File: src/rtl/capb_pkg.sv
// Shared types, constants and helpers for the client allowlist with port binding.
// No dependencies; imported by the queue, front, engine, top level and testbench.
`default_nettype none

package capb_pkg;

	typedef enum logic [1:0] {
		OP_ADD    = 2'd0,
		OP_REMOVE = 2'd1,
		OP_CLEAR  = 2'd2,
		OP_CHECK  = 2'd3
	} op_t;

	typedef enum logic [2:0] {
		ST_IDLE,
		ST_START,
		ST_SCAN,
		ST_SHIFT,
		ST_BIND,
		ST_RESP
	} back_state_t;

	localparam logic [31:0] MASK_8  = 32'hFF00_0000;
	localparam logic [31:0] MASK_12 = 32'hFFF0_0000;
	localparam logic [31:0] MASK_16 = 32'hFFFF_0000;
	localparam logic [31:0] NET_LOOPBACK = 32'h7F00_0000;
	localparam logic [31:0] NET_10      = 32'h0A00_0000;
	localparam logic [31:0] NET_172_16  = 32'hAC10_0000;
	localparam logic [31:0] NET_192_168 = 32'hC0A8_0000;

	typedef struct packed {
		op_t         op;
		logic [31:0] player_id;
		logic [31:0] address;
		logic [15:0] port;
		logic        private_addr;
	} item_t;

	typedef struct packed {
		logic [31:0] ident;
		logic [31:0] addr;
		logic [15:0] port;
	} entry_t;

	typedef struct packed {
		logic allowed;
		logic bound_now;
		logic private_addr;
		logic forward;
		logic table_full;
	} result_t;

	function automatic logic is_private(input logic [31:0] a);
		return ((a & MASK_8) == NET_LOOPBACK) ||
			((a & MASK_8) == NET_10) ||
			((a & MASK_12) == NET_172_16) ||
			((a & MASK_16) == NET_192_168);
	endfunction

endpackage

`default_nettype wire

File: src/rtl/capb_ram.sv
// Generic single-write, single-read RAM with registered read data.
// No dependencies.
`default_nettype none

module capb_ram #(
	parameter int WIDTH  = 80,
	parameter int DEPTH  = 32,
	parameter int ADDR_W = (DEPTH > 1) ? $clog2(DEPTH) : 1
) (
	input  wire logic              clk,
	input  wire logic              we,
	input  wire logic [ADDR_W-1:0] waddr,
	input  wire logic [WIDTH-1:0]  wdata,
	input  wire logic [ADDR_W-1:0] raddr,
	output logic      [WIDTH-1:0]  rdata
);

	logic [WIDTH-1:0] mem_q [DEPTH];

	always_ff @(posedge clk) begin
		if (we) begin
			mem_q[waddr] <= wdata;
		end
		rdata <= mem_q[raddr];
	end

endmodule

`default_nettype wire

File: src/rtl/capb_queue.sv
// Two-entry queue of classified words between the front and the back.
// Depends on capb_pkg for the item type.
`default_nettype none

module capb_queue (
	input  wire logic            clk,
	input  wire logic            arst_n,
	input  wire logic            push_valid,
	output logic                 push_ready,
	input  wire capb_pkg::item_t push_data,
	output logic                 pop_valid,
	input  wire logic            pop_ready,
	output capb_pkg::item_t      pop_data
);
	import capb_pkg::*;

	item_t      mem_q [2];
	logic       wr_ptr_q;
	logic       rd_ptr_q;
	logic [1:0] cnt_q;
	logic       push_fire;
	logic       pop_fire;

	assign push_ready = (cnt_q != 2'd2);
	assign pop_valid  = (cnt_q != 2'd0);
	assign pop_data   = mem_q[rd_ptr_q];
	assign push_fire  = push_valid && push_ready;
	assign pop_fire   = pop_valid && pop_ready;

	always_ff @(posedge clk or negedge arst_n) begin
		if (!arst_n) begin
			wr_ptr_q <= 1'b0;
			rd_ptr_q <= 1'b0;
			cnt_q    <= 2'd0;
		end else begin
			if (push_fire) begin
				wr_ptr_q <= !wr_ptr_q;
			end
			if (pop_fire) begin
				rd_ptr_q <= !rd_ptr_q;
			end
			cnt_q <= cnt_q + {1'b0, push_fire} - {1'b0, pop_fire};
		end
	end

	always_ff @(posedge clk) begin
		if (push_fire) begin
			mem_q[wr_ptr_q] <= push_data;
		end
	end

endmodule

`default_nettype wire

File: src/rtl/capb_front.sv
// Input stage: takes words, decodes the operation and flags private addresses of check words.
// Depends on capb_pkg for the item type and the address classifier.
`default_nettype none

module capb_front (
	input  wire logic        clk,
	input  wire logic        arst_n,
	input  wire logic        in_valid,
	output logic             in_ready,
	input  wire logic [1:0]  op,
	input  wire logic [31:0] player_id,
	input  wire logic [31:0] address,
	input  wire logic [15:0] port,
	output logic             push_valid,
	input  wire logic        push_ready,
	output capb_pkg::item_t  push_data
);
	import capb_pkg::*;

	logic  valid_s1;
	item_t item_s1;
	item_t item_d;

	always_comb begin
		item_d.op           = op_t'(op);
		item_d.player_id    = player_id;
		item_d.address      = address;
		item_d.port         = port;
		item_d.private_addr = (op_t'(op) == OP_CHECK) && is_private(address);
	end

	assign in_ready   = !valid_s1 || push_ready;
	assign push_valid = valid_s1;
	assign push_data  = item_s1;

	always_ff @(posedge clk or negedge arst_n) begin
		if (!arst_n) begin
			valid_s1 <= 1'b0;
		end else if (in_ready) begin
			valid_s1 <= in_valid;
		end
	end

	always_ff @(posedge clk) begin
		if (in_valid && in_ready) begin
			item_s1 <= item_d;
		end
	end

endmodule

`default_nettype wire

File: src/rtl/capb_back.sv
// Execution engine: owns the entry table and count, scans entries one per cycle.
// Depends on capb_pkg and capb_ram.
`default_nettype none

module capb_back #(
	parameter int MAX_ENTRIES = 32
) (
	input  wire logic            clk,
	input  wire logic            arst_n,
	input  wire logic            pop_valid,
	output logic                 pop_ready,
	input  wire capb_pkg::item_t pop_data,
	output logic                 out_valid,
	input  wire logic            out_ready,
	output capb_pkg::result_t    out_data
);
	import capb_pkg::*;

	localparam int CNT_W   = $clog2(MAX_ENTRIES + 1);
	localparam int ADDR_W  = (MAX_ENTRIES > 1) ? $clog2(MAX_ENTRIES) : 1;
	localparam int ENTRY_W = $bits(entry_t);

	back_state_t state_q, state_d;
	item_t       item_q;
	logic [CNT_W-1:0]  n_q;
	logic [CNT_W-1:0]  count_q, count_d;
	logic [CNT_W-1:0]  rd_idx_q, rd_idx_d;
	logic              pend_q, pend_d;
	logic [ADDR_W-1:0] pend_idx_q, pend_idx_d;
	logic              free_q, free_d;
	logic [ADDR_W-1:0] free_idx_q, free_idx_d;
	logic [31:0]       free_ident_q, free_ident_d;
	result_t           res_q, res_d;
	logic              oval_q, oval_d;
	result_t           odata_q, odata_d;

	logic               ram_we;
	logic [ADDR_W-1:0]  ram_waddr;
	entry_t             ram_wdata;
	logic [ADDR_W-1:0]  ram_raddr;
	logic [ENTRY_W-1:0] ram_rdata;
	entry_t             rd_entry;
	logic               issue;

	capb_ram #(
		.WIDTH (ENTRY_W),
		.DEPTH (MAX_ENTRIES),
		.ADDR_W(ADDR_W)
	) u_ram (
		.clk  (clk),
		.we   (ram_we),
		.waddr(ram_waddr),
		.wdata(ram_wdata),
		.raddr(ram_raddr),
		.rdata(ram_rdata)
	);

	assign rd_entry  = entry_t'(ram_rdata);
	assign issue     = (rd_idx_q < n_q);
	assign out_valid = oval_q;
	assign out_data  = odata_q;

	always_comb begin
		state_d      = state_q;
		count_d      = count_q;
		rd_idx_d     = rd_idx_q;
		pend_d       = 1'b0;
		pend_idx_d   = pend_idx_q;
		free_d       = free_q;
		free_idx_d   = free_idx_q;
		free_ident_d = free_ident_q;
		res_d        = res_q;
		oval_d       = oval_q;
		odata_d      = odata_q;
		ram_we       = 1'b0;
		ram_waddr    = count_q[ADDR_W-1:0];
		ram_wdata    = '0;
		ram_raddr    = rd_idx_q[ADDR_W-1:0];
		pop_ready    = 1'b0;

		if (oval_q && out_ready) begin
			oval_d = 1'b0;
		end

		case (state_q)
			ST_IDLE: begin
				pop_ready = 1'b1;
				if (pop_valid) begin
					state_d = ST_START;
				end
			end
			ST_START: begin
				rd_idx_d = '0;
				free_d   = 1'b0;
				res_d    = '0;
				case (item_q.op)
					OP_ADD: begin
						if (count_q == CNT_W'(MAX_ENTRIES)) begin
							res_d.table_full = 1'b1;
						end else begin
							ram_we          = 1'b1;
							ram_waddr       = count_q[ADDR_W-1:0];
							ram_wdata.ident = item_q.player_id;
							ram_wdata.addr  = item_q.address;
							ram_wdata.port  = '0;
							count_d         = count_q + 1'b1;
						end
						state_d = ST_RESP;
					end
					OP_CLEAR: begin
						count_d = '0;
						state_d = ST_RESP;
					end
					default: begin
						state_d = ST_SCAN;
					end
				endcase
			end
			ST_SCAN: begin
				pend_d     = issue;
				pend_idx_d = rd_idx_q[ADDR_W-1:0];
				rd_idx_d   = rd_idx_q + CNT_W'(issue);
				if (item_q.op == OP_REMOVE) begin
					if (pend_q && rd_entry.ident == item_q.player_id) begin
						state_d = ST_SHIFT;
					end else if (!pend_q && !issue) begin
						state_d = ST_RESP;
					end
				end else if (pend_q && rd_entry.addr == item_q.address &&
						rd_entry.port == item_q.port) begin
					res_d.allowed = 1'b1;
					state_d       = ST_RESP;
				end else begin
					if (pend_q && rd_entry.addr == item_q.address && rd_entry.port == '0) begin
						free_d       = 1'b1;
						free_idx_d   = pend_idx_q;
						free_ident_d = rd_entry.ident;
					end
					if (!pend_q && !issue) begin
						state_d = free_q ? ST_BIND : ST_RESP;
					end
				end
			end
			ST_SHIFT: begin
				pend_d     = issue;
				pend_idx_d = rd_idx_q[ADDR_W-1:0];
				rd_idx_d   = rd_idx_q + CNT_W'(issue);
				if (pend_q) begin
					ram_we    = 1'b1;
					ram_waddr = pend_idx_q - 1'b1;
					ram_wdata = rd_entry;
				end else if (!issue) begin
					count_d = n_q - 1'b1;
					state_d = ST_RESP;
				end
			end
			ST_BIND: begin
				ram_we          = 1'b1;
				ram_waddr       = free_idx_q;
				ram_wdata.ident = free_ident_q;
				ram_wdata.addr  = item_q.address;
				ram_wdata.port  = item_q.port;
				res_d.allowed   = 1'b1;
				res_d.bound_now = 1'b1;
				state_d         = ST_RESP;
			end
			ST_RESP: begin
				if (!oval_q || out_ready) begin
					oval_d               = 1'b1;
					odata_d              = res_q;
					odata_d.private_addr = item_q.private_addr;
					odata_d.forward      = res_q.allowed || item_q.private_addr;
					state_d              = ST_IDLE;
				end
			end
			default: begin
				state_d = ST_IDLE;
			end
		endcase
	end

	always_ff @(posedge clk or negedge arst_n) begin
		if (!arst_n) begin
			state_q <= ST_IDLE;
			count_q <= '0;
			pend_q  <= 1'b0;
			free_q  <= 1'b0;
			oval_q  <= 1'b0;
		end else begin
			state_q <= state_d;
			count_q <= count_d;
			pend_q  <= pend_d;
			free_q  <= free_d;
			oval_q  <= oval_d;
		end
	end

	always_ff @(posedge clk) begin
		if (pop_valid && pop_ready) begin
			item_q <= pop_data;
			n_q    <= count_q;
		end
		rd_idx_q     <= rd_idx_d;
		pend_idx_q   <= pend_idx_d;
		free_idx_q   <= free_idx_d;
		free_ident_q <= free_ident_d;
		res_q        <= res_d;
		odata_q      <= odata_d;
	end

endmodule

`default_nettype wire

File: src/rtl/client_allowlist_port_binding.sv
// Top level of the client allowlist with port binding.
// Depends on capb_pkg, capb_front, capb_queue and capb_back.
//
//   channel | direction | handshake           | fields
//   in      | input     | in_valid / in_ready   | op, player_id, address, port
//   out     | output    | out_valid / out_ready | allowed, bound_now, private_addr,
//           |           |                       | forward, table_full
//
// Add and clear go from the start state straight to the response state; remove
// and check scan the table through the single read port of the entry memory,
// one entry per cycle. Words pass the front register and queue before the engine.
// Reset empties the table at once; entries are never read at or above the count.
// A stalled output holds the engine in its response state; front and queue fill up.
`default_nettype none

module client_allowlist_port_binding #(
	parameter int MAX_ENTRIES = 32
) (
	input  wire logic        clk,
	input  wire logic        arst_n,
	input  wire logic        in_valid,
	output logic             in_ready,
	input  wire logic [1:0]  op,
	input  wire logic [31:0] player_id,
	input  wire logic [31:0] address,
	input  wire logic [15:0] port,
	output logic             out_valid,
	input  wire logic        out_ready,
	output logic             allowed,
	output logic             bound_now,
	output logic             private_addr,
	output logic             forward,
	output logic             table_full
);
	import capb_pkg::*;

	logic    push_valid;
	logic    push_ready;
	item_t   push_data;
	logic    pop_valid;
	logic    pop_ready;
	item_t   pop_data;
	result_t res;

	capb_front u_front (
		.clk       (clk),
		.arst_n    (arst_n),
		.in_valid  (in_valid),
		.in_ready  (in_ready),
		.op        (op),
		.player_id (player_id),
		.address   (address),
		.port      (port),
		.push_valid(push_valid),
		.push_ready(push_ready),
		.push_data (push_data)
	);

	capb_queue u_queue (
		.clk       (clk),
		.arst_n    (arst_n),
		.push_valid(push_valid),
		.push_ready(push_ready),
		.push_data (push_data),
		.pop_valid (pop_valid),
		.pop_ready (pop_ready),
		.pop_data  (pop_data)
	);

	capb_back #(
		.MAX_ENTRIES(MAX_ENTRIES)
	) u_back (
		.clk      (clk),
		.arst_n   (arst_n),
		.pop_valid(pop_valid),
		.pop_ready(pop_ready),
		.pop_data (pop_data),
		.out_valid(out_valid),
		.out_ready(out_ready),
		.out_data (res)
	);

	assign allowed      = res.allowed;
	assign bound_now    = res.bound_now;
	assign private_addr = res.private_addr;
	assign forward      = res.forward;
	assign table_full   = res.table_full;

endmodule

`default_nettype wire

File: config.mk
export PLATFORM = sky130hd
export DESIGN_NAME = client_allowlist_port_binding
export DESIGN_NICKNAME = d
export VERILOG_FILES = /design/src/rtl/capb_pkg.sv /design/src/rtl/capb_ram.sv /design/src/rtl/capb_queue.sv /design/src/rtl/capb_front.sv /design/src/rtl/capb_back.sv /design/src/rtl/client_allowlist_port_binding.sv
export SDC_FILE = /design/constraint.sdc
export NUM_CORES = 2
export LEC_CHECK = 0
export ABC_AREA = 1
export BUFFER_PORTS_ARGS = -buffer_cell sky130_fd_sc_hd__buf_2
export CORE_UTILIZATION = 35
export CTS_CLUSTER_DIAMETER = 80
export DETAILED_ROUTE_END_ITERATION = 8
export PLACE_DENSITY = 0.5
export SYNTH_ARGS = -nofsm -noshare
export SYNTH_HDL_FRONTEND = slang
export SYNTH_SLANG_ARGS = --single-unit
File: constraint.sdc
create_clock -name clk -period 15.2 [get_ports clk]
set_input_delay 3.04 -clock clk [delete_from_list [all_inputs] [get_ports clk]]
set_output_delay 3.04 -clock clk [all_outputs]
set_load 0.02 [all_outputs]
======== Word level (Yosys, flattened, before mapping) ========
Memory sizes are Yosys's and may differ from the RTL's. A register that Yosys moved wholly into a read port is not among the register bits.
Cells that the tools add are included.
operators by class
  add/sub/neg operators ................... 6
  order comparisons ....................... 1
  equality and inequality tests ........... 29
  multiplexer cells ....................... 46
  bitwise gates (word level) .............. 2
  reduce and logical (&&, ||, !) cells .... 39
operators by type and width
  kind                                                   number
  2-to-1 mux 80 bit                                      3
  one-hot mux 80 bit (3 select lines)                    1
  == test 32 bit                                         2
  one-hot mux 6 bit (2 select lines)                     3
  2-to-1 mux 3 bit                                       10
  2-to-1 mux 1 bit                                       19
  2-to-1 mux 6 bit                                       3
  one-hot mux 3 bit (6 select lines)                     1
  == test 16 bit                                         1
  == test 16 bit, second input constant                  1
  logical NOT 16 bit                                     1
  == test 12 bit, second input constant                  1
  logical AND 1 bit                                      10
  inequality test 2 bit, second input constant           5
  one-hot mux 5 bit (2 select lines)                     1
  nonzero test 2 bit                                     5
  == test 8 x 4 -> 1 bit, second input constant          1
  == test 8 x 7 -> 1 bit, second input constant          1
  inequality test 2 x 1 -> 1 bit, second input constant  4
  AND reduction 4 bit                                    2
  adder 6 x 1 -> 6 bit                                   1
  adder 6 x 1 -> 6 bit, second input constant            1
  == test 3 x 2 -> 1 bit, second input constant          2
  == test 3 bit, second input constant                   2
  other kinds (26)                                       42
storage, ports and cells
  flip-flop bits (word level) ............. 162
  RAM bits ................................ 2726
  input port bits ......................... 86
  output and inout port bits .............. 7
  word-level logic and storage cells ...... 152
  memories ................................ 2
memories
  name                depth  width  read ports  clocked after Yosys merged registers in  wr ports  line              source
  u_back.u_ram.mem_q  32     80     1           1                                        1         capb_ram.sv:18    logic [WIDTH-1:0] mem_q [DEPTH];
  u_queue.mem_q       2      83     1           1                                        1         capb_queue.sv:17  item_t mem_q [2];

======== Longest topological paths before layout ========
  depth in word-level cells ............... 7
  depth in mapped cells ................... 14
  mapped depth without buffers ............ 14

======== Modules after synthesis ========
A second synthesis with hierarchy kept.
second synthesis, totals
  cell total of the unflattened synthesis .. 10066
  area, all modules ....................... 121421.5 um2
by module, submodules not included
  module      times used  cells an instance  area an instance (um2)  sequential area each (um2)
  capb_ram    1           8450               103574.3                78475.3
  capb_back   1           1011               8872.3                  4654.5
  capb_queue  1           465                6236.0                  5084.9
  capb_front  1           140                2738.9                  2517.4

======== Worst setup path after synthesis ========
Ideal clock, no wire load.
  kind .................................... reg2reg
  start point ............................. reg u_back.state_q[1]
  end point ............................... reg u_queue.cnt_q[1]
  library setup time ...................... 0.079 ns
  arrival ................................. 6.342 ns
  required time ........................... 15.121 ns
  slack ................................... 8.779 ns
  stages on the path, launching flop included .. 9
  path buffers ............................ 0
  clock period less this slack ............ 6.421 ns
  cells stage by stage .................... dfrtp_1 > nor2_1 > nand2_1 > a21oi_1 > ha_1 > inv_1 > ha_1 > xnor2_1 > xor2_1
between the ends
  cells in the longest elaborated chain, start to end .. 4
RTL lines
  what                        line              source
  start, declared             capb_back.sv:23   back_state_t state_q, state_d;
  start signal, assigned      capb_back.sv:190  state_q <= state_d;
  logical NOT 3 bit           capb_back.sv:85   case (state_q)
  2-to-1 mux 1 bit            capb_back.sv:85
  logical AND 1 bit           capb_queue.sv:28  assign pop_fire = pop_valid && pop_ready;
  named net u_queue.pop_fire  capb_queue.sv:22  logic pop_fire;
  subtractor 2 x 1 -> 2 bit   capb_queue.sv:42  cnt_q <= cnt_q + {1'b0, push_fire} - {1'b0, pop_fire};
  end signal, assigned        capb_queue.sv:42
  end, declared               capb_queue.sv:20  logic [1:0] cnt_q;
The timed path passes the listed nets, and every way through them passes these cells.
A chain may end at the register's enable or synchronous reset.

======== Worst setup path in the final report ========
  start point ............................. reg u_back.state_q[2]
  end point ............................... mem u_back.u_ram.mem_q[10][9] (netlist: u_back.u_ram.mem_q[5][9]), enable pin
between the ends
  cells in the longest elaborated chain, start to end .. 4
  elaborated cells between the ends (all ways) .. 7
  classes of those cells .................. 3 x eq/ne; 4 x mux
RTL lines
  what                                    line             source
  == test 3 bit (tied with other cells)   capb_back.sv:85
  one-hot mux 1 bit (3 select lines)      capb_back.sv:85
  2-to-1 mux 1 bit                        capb_ram.sv:21   if (we) begin
  2-to-1 mux 1 bit (implied by the code)  capb_ram.sv:22   mem_q[waddr] <= wdata;
  end, declared                           capb_ram.sv:18
Several ways; a longest one is shown, not always the timed one.

==> results.rst <==
.. list-table::
   :header-rows: 1

   * - Metric
     - Value
   * - Status
     - complete, no violations
   * - Nature of the critical path startpoint
     - flop
   * - Buffer type at the clock tree root
     - sky130_fd_sc_hd__clkbuf_16
   * - Arrival time at the worst endpoint
     - 6320 ps
   * - H-tree lvl count
     - 5
   * - Proportion of synthesized flip-flops having asynchronous set or reset
     - 0.557%
   * - Mapped Avg Cell Area
     - 13.8 um^2
   * - Distinct cell type count after synthesis
     - 51
   * - Final Critical Period
     - 5850 ps
   * - Flop2flop setup slack
     - 9350 ps
   * - Worst Setup SP
     - u_back.state_q[2]
   * - Cell depth of the worst hold path
     - 0
   * - Largest net degree at the start of global routing
     - 189
   * - Data required time of the critical path
     - 15,680 ps
   * - Clock input transition at the sequential cells of the worst setup and hold paths
     - 60 ps
   * - Sort of element at the end of the critical path
     - flop
   * - Internal Power
     - 17.1 mW
   * - Area added between synthesis and finish
     - 13.6%
   * - Number of antenna violations at the first check in global routing
     - 12
   * - Setup repair after global routing missed its margin
     - false
   * - Number of DRC markers in iteration 0
     - 7,661
   * - DRC violations left
     - 0
   * - Switching power as a share of total power
     - 37.3%
   * - Net count after synthesis
     - 8,645
   * - Total of max-cap violations
     - 0
   * - Net Switching
     - 10.2 mW
   * - Quantity of hold-fixing buffers added after cts
     - 0
   * - Post-detailed-route wirelength per cell
     - 27.8 um
   * - Final setup slack of the worst path
     - 9350 ps
   * - Synthesis Warnings
     - 0
   * - Area of the core
     - 334,000 um^2
   * - Clk sink count
     - 3,051
   * - Main synth FF type
     - sky130_fd_sc_hd__edfxtp_1
   * - Filler Cell Count
     - 30,800
   * - Instance count of the mapped netlist
     - 8,546
   * - Number of global-route vias before repair
     - 71,100
   * - Maximum fanout count along the critical path
     - 37
   * - Row Count
     - 212
   * - Number of synthesized register bits
     - 3,051
   * - P_leak
     - 43.3 nW
   * - Clock insertion delay at the later pin of the skew report
     - 890 ps
   * - Clock buffer depth
     - 4
   * - Placed wire-length estimate
     - 201,000 um
   * - Width of the die
     - 582 um
   * - DRT Pass-1 Iters
     - 5
   * - Initial core utilization
     - 35.2%
   * - TritonCTS clock tree
     - yes
   * - Worst-Margin Slew
     - 1320 ps
   * - Share of synthesized area occupied by flip-flops and latches
     - 77.1%
   * - Final Max Slew Viols
     - 0
   * - Combinational Power Share
     - 31.1%
   * - Critical path class
     - flop to flop
   * - Vias per Instance
     - 5.53
   * - Seq pwr share
     - 41.6%
   * - Number of input and output port buffers inserted
     - 92
   * - Proportion of power drawn by the clock network
     - 27.4%
   * - Overall die area
     - 339,000 um^2
   * - All-layer global routing usage
     - 21.1%
   * - Top-Level Pins
     - 93
   * - Max Fclk
     - 171 MHz
   * - Area of the multi-input gates
     - 24,600 um^2
   * - Worst clock skew
     - 53.4 ps
   * - Pwr per Cell Area
     - 204 nW/um^2
   * - Tcrit/Tclk final
     - 38.5%
   * - Clock buffer count from CTS
     - 324
   * - Final Hold Vio Count
     - 0
   * - Post-synth top area cell
     - sky130_fd_sc_hd__edfxtp_1
   * - Peak VDD IR
     - 0.150 mV
   * - Hold Crit Class
     - flop to flop
   * - Die H
     - 582 um
   * - Origin of the worst min-delay path
     - u_front.push_data[63]
   * - Depth of the most critical reg-to-reg path
     - 13
   * - Share of Yosys cell area claimed by the top area cell type
     - 75.4%
   * - Aggregate negative setup slack
     - 0 ps
   * - Number of flops mapped to enable cells by yosys
     - 2,954
   * - Overflow left after global routing
     - 0
   * - Total vias in the final route
     - 73,200
   * - Routed wire length
     - 368,000 um
   * - Register area
     - 90,700 um^2
   * - Post-cts resize count
     - 0
   * - Global-route wire length before repair
     - 522,000 um
   * - Top post-synthesis cells by area
     - sky130_fd_sc_hd__edfxtp_1 (75%), sky130_fd_sc_hd__o21ai_0 (5.7%), sky130_fd_sc_hd__nor2_1 (4.7%), sky130_fd_sc_hd__o22ai_1 (2.4%), sky130_fd_sc_hd__nand2_1 (1.8%)
   * - Setup violators final
     - 0
   * - Fraction of final layout cells with drive strength greater than 1
     - 10.5%
   * - Number of nets in the final layout
     - 8,701
   * - Headroom to the max-slew limit
     - 11.9%
   * - Reg2Reg Launch Point
     - u_back.state_q[2]
   * - Worst Setup Slack post-DPL
     - 9400 ps
   * - Postcts setup bufs
     - 0
   * - Routability cong.
     - 0.856
   * - Worst reg2reg endpoint
     - u_back.u_ram.mem_q[5][9]
   * - Residual antenna-violating net count after detailed routing
     - 0
   * - Netlist area before placement
     - 118,000 um^2
   * - Endpoint of the worst hold path
     - u_queue.mem_q[0][63]
==> how the worst max path moves through the flow <==
stage / slack [ps] / to
after floorplan: 8780 / u_queue.cnt_q[1]
after global placement: 9510 / u_back.u_ram.mem_q[11][1]
after detailed placement: 9400 / u_back.u_ram.mem_q[5][0]
final: 9350 / u_back.u_ram.mem_q[5][9]
after global routing: 9150 / u_back.u_ram.mem_q[11][4]
after CTS: 9340 / u_back.u_ram.mem_q[5][15]
==> metal layers <==
| metal | global-route usage [%] | share of wire, % | vias to the layer above |
|---|---|---|---|
| met4 | 7.95 | 4.0 | 0 |
| met1 | 28.0 | 41 | 37900 |
| li1 | - | - | 32100 |
| met3 | 2.21 | 5.4 | 585 |
| met2 | 35.8 | 49 | 2669 |
| met5 | 0 | 0 | - |
==> Yosys cell counts (68+ instances only) <==
library cell               number
sky130_fd_sc_hd__o221ai_1     229
sky130_fd_sc_hd__nand2_1      550
sky130_fd_sc_hd__inv_1        204
sky130_fd_sc_hd__o21ai_0     1341
sky130_fd_sc_hd__nand3_1      147
sky130_fd_sc_hd__a21oi_1       89
sky130_fd_sc_hd__o22ai_1      455
sky130_fd_sc_hd__mux2_2        83
sky130_fd_sc_hd__a31oi_1       68
sky130_fd_sc_hd__clkbuf_1     371
sky130_fd_sc_hd__buf_2        129
sky130_fd_sc_hd__edfxtp_1    2954
sky130_fd_sc_hd__dfxtp_1       80
sky130_fd_sc_hd__nor2_1      1484
==> final cells by class <==
cell class	instances	area share, %
inverters	218	0.644
repair buffers	287	1.59
multi-input cells	4720	18.4
well taps	4387	4.11
clock inverters	127	0.712
diodes	14	0.0262
flip-flops and latches	3051	67.9
clock buffers	445	6.63
==> logic make-up after synthesis <==
group                    after synthesis  share of synthesized area [%]
buffers and inverters                775                           2.79
multiplexers                          83                          0.794
AO/OA/AOI/OAI                       2291                           11.2
flip-flops                          3051                           77.1
adder cells (fa/ha/maj)               13                          0.138
XOR/XNOR                              34                          0.253
AND/OR/NAND/NOR                     2299                           7.73
==> power groups by stage <==
| stage | Combinational (mW) | Sequential, mW | Clock (mW) |
|---|---|---|---|
| 6_report | 8.47 | 11.3 | 7.47 |
| 4_1_cts | 8.51 | 11.3 | 7.58 |
| 2_1_floorplan | 5.05 | 11.2 | 0 |
| 5_1_grt | 9.15 | 11.4 | 7.88 |
| 3_3_place_gp | 8.43 | 11.5 | 0 |
| 3_5_place_dp | 8.48 | 11.5 | 0 |
==> registers in the layout, summed over array words and instances (netlist names) <==
register / flops
u_back.out_data: 5
u_queue.cnt_q: 2
u_back.res_q: 3
u_back.free_idx_q: 5
u_back.rd_idx_q: 6
u_back.free_ident_q: 32
u_back.pend_q: 1
u_back.item_q: 83
u_back.pend_idx_q: 5
u_queue.rd_ptr_q: 1
u_back.u_ram.rdata: 80
u_back.u_ram.mem_q: 2560
u_back.out_valid: 1
u_front.push_data: 83
u_back.free_q: 1
u_queue.wr_ptr_q: 1
u_back.state_q: 3
u_back.count_q: 6
u_back.n_q: 6
u_queue.mem_q: 166
u_front.push_valid: 1
==> worst max-delay path: stages (launching register included) <==
cell	delay [ps]
sky130_fd_sc_hd__dfrtp_1	410
sky130_fd_sc_hd__inv_2	70
sky130_fd_sc_hd__nand2_2	160
sky130_fd_sc_hd__nor2_4	80
sky130_fd_sc_hd__inv_2	180
sky130_fd_sc_hd__nor2_8	130
sky130_fd_sc_hd__inv_4	530
sky130_fd_sc_hd__buf_4	780
sky130_fd_sc_hd__o221ai_2	270
sky130_fd_sc_hd__inv_2	130
sky130_fd_sc_hd__nand3_2	350
sky130_fd_sc_hd__nor2_4	890
sky130_fd_sc_hd__buf_4	540
sky130_fd_sc_hd__buf_4	760
==> through the flow <==
| step | cell area, um^2 | instances | power, mW | hold WS [ps] | utilization, % |
|---|---|---|---|---|---|
| detailed placement | 124000 | 12700 | 20.0 | 434 | 37.1 |
| global placement | 124000 | 12700 | 19.9 | 427 | 37.1 |
| CTS | 134000 | 13200 | 27.4 | 443 | 40.0 |
| finish | 134000 | 13200 | 27.3 | 446 | 40.0 |
| global route | 134000 | 13200 | 28.4 | 453 | 40.0 |
| floorplan | 118000 | 8546 | 16.3 | 400 | - |
==> layout by cell type, fill, tap and decap left out, types with 14 or more instances in the layout <==
cell type / instances
sky130_fd_sc_hd__xnor2_1: 24
sky130_fd_sc_hd__clkinv_2: 48
sky130_fd_sc_hd__buf_2: 92
sky130_fd_sc_hd__nand2_1: 550
sky130_fd_sc_hd__a31oi_1: 68
sky130_fd_sc_hd__o211ai_1: 29
sky130_fd_sc_hd__nand3_1: 147
sky130_fd_sc_hd__o21ai_0: 1332
sky130_fd_sc_hd__a21oi_1: 88
sky130_fd_sc_hd__o22ai_1: 423
sky130_fd_sc_hd__o21ai_1: 44
sky130_fd_sc_hd__o22ai_4: 19
sky130_fd_sc_hd__diode_2: 14
sky130_fd_sc_hd__edfxtp_1: 2954
sky130_fd_sc_hd__inv_1: 200
sky130_fd_sc_hd__a32oi_1: 15
sky130_fd_sc_hd__clkbuf_8: 18
sky130_fd_sc_hd__dfxtp_1: 80
sky130_fd_sc_hd__clkbuf_16: 330
sky130_fd_sc_hd__o221ai_1: 210
sky130_fd_sc_hd__nor2_4: 37
sky130_fd_sc_hd__buf_12: 16
sky130_fd_sc_hd__nor3_1: 45
sky130_fd_sc_hd__nand4_1: 39
sky130_fd_sc_hd__nor2_1: 1448
sky130_fd_sc_hd__clkbuf_1: 97
sky130_fd_sc_hd__dfrtp_1: 16
sky130_fd_sc_hd__clkinv_1: 49
sky130_fd_sc_hd__mux2_2: 83
sky130_fd_sc_hd__buf_4: 179
Power figures use the tool's default switching activity.
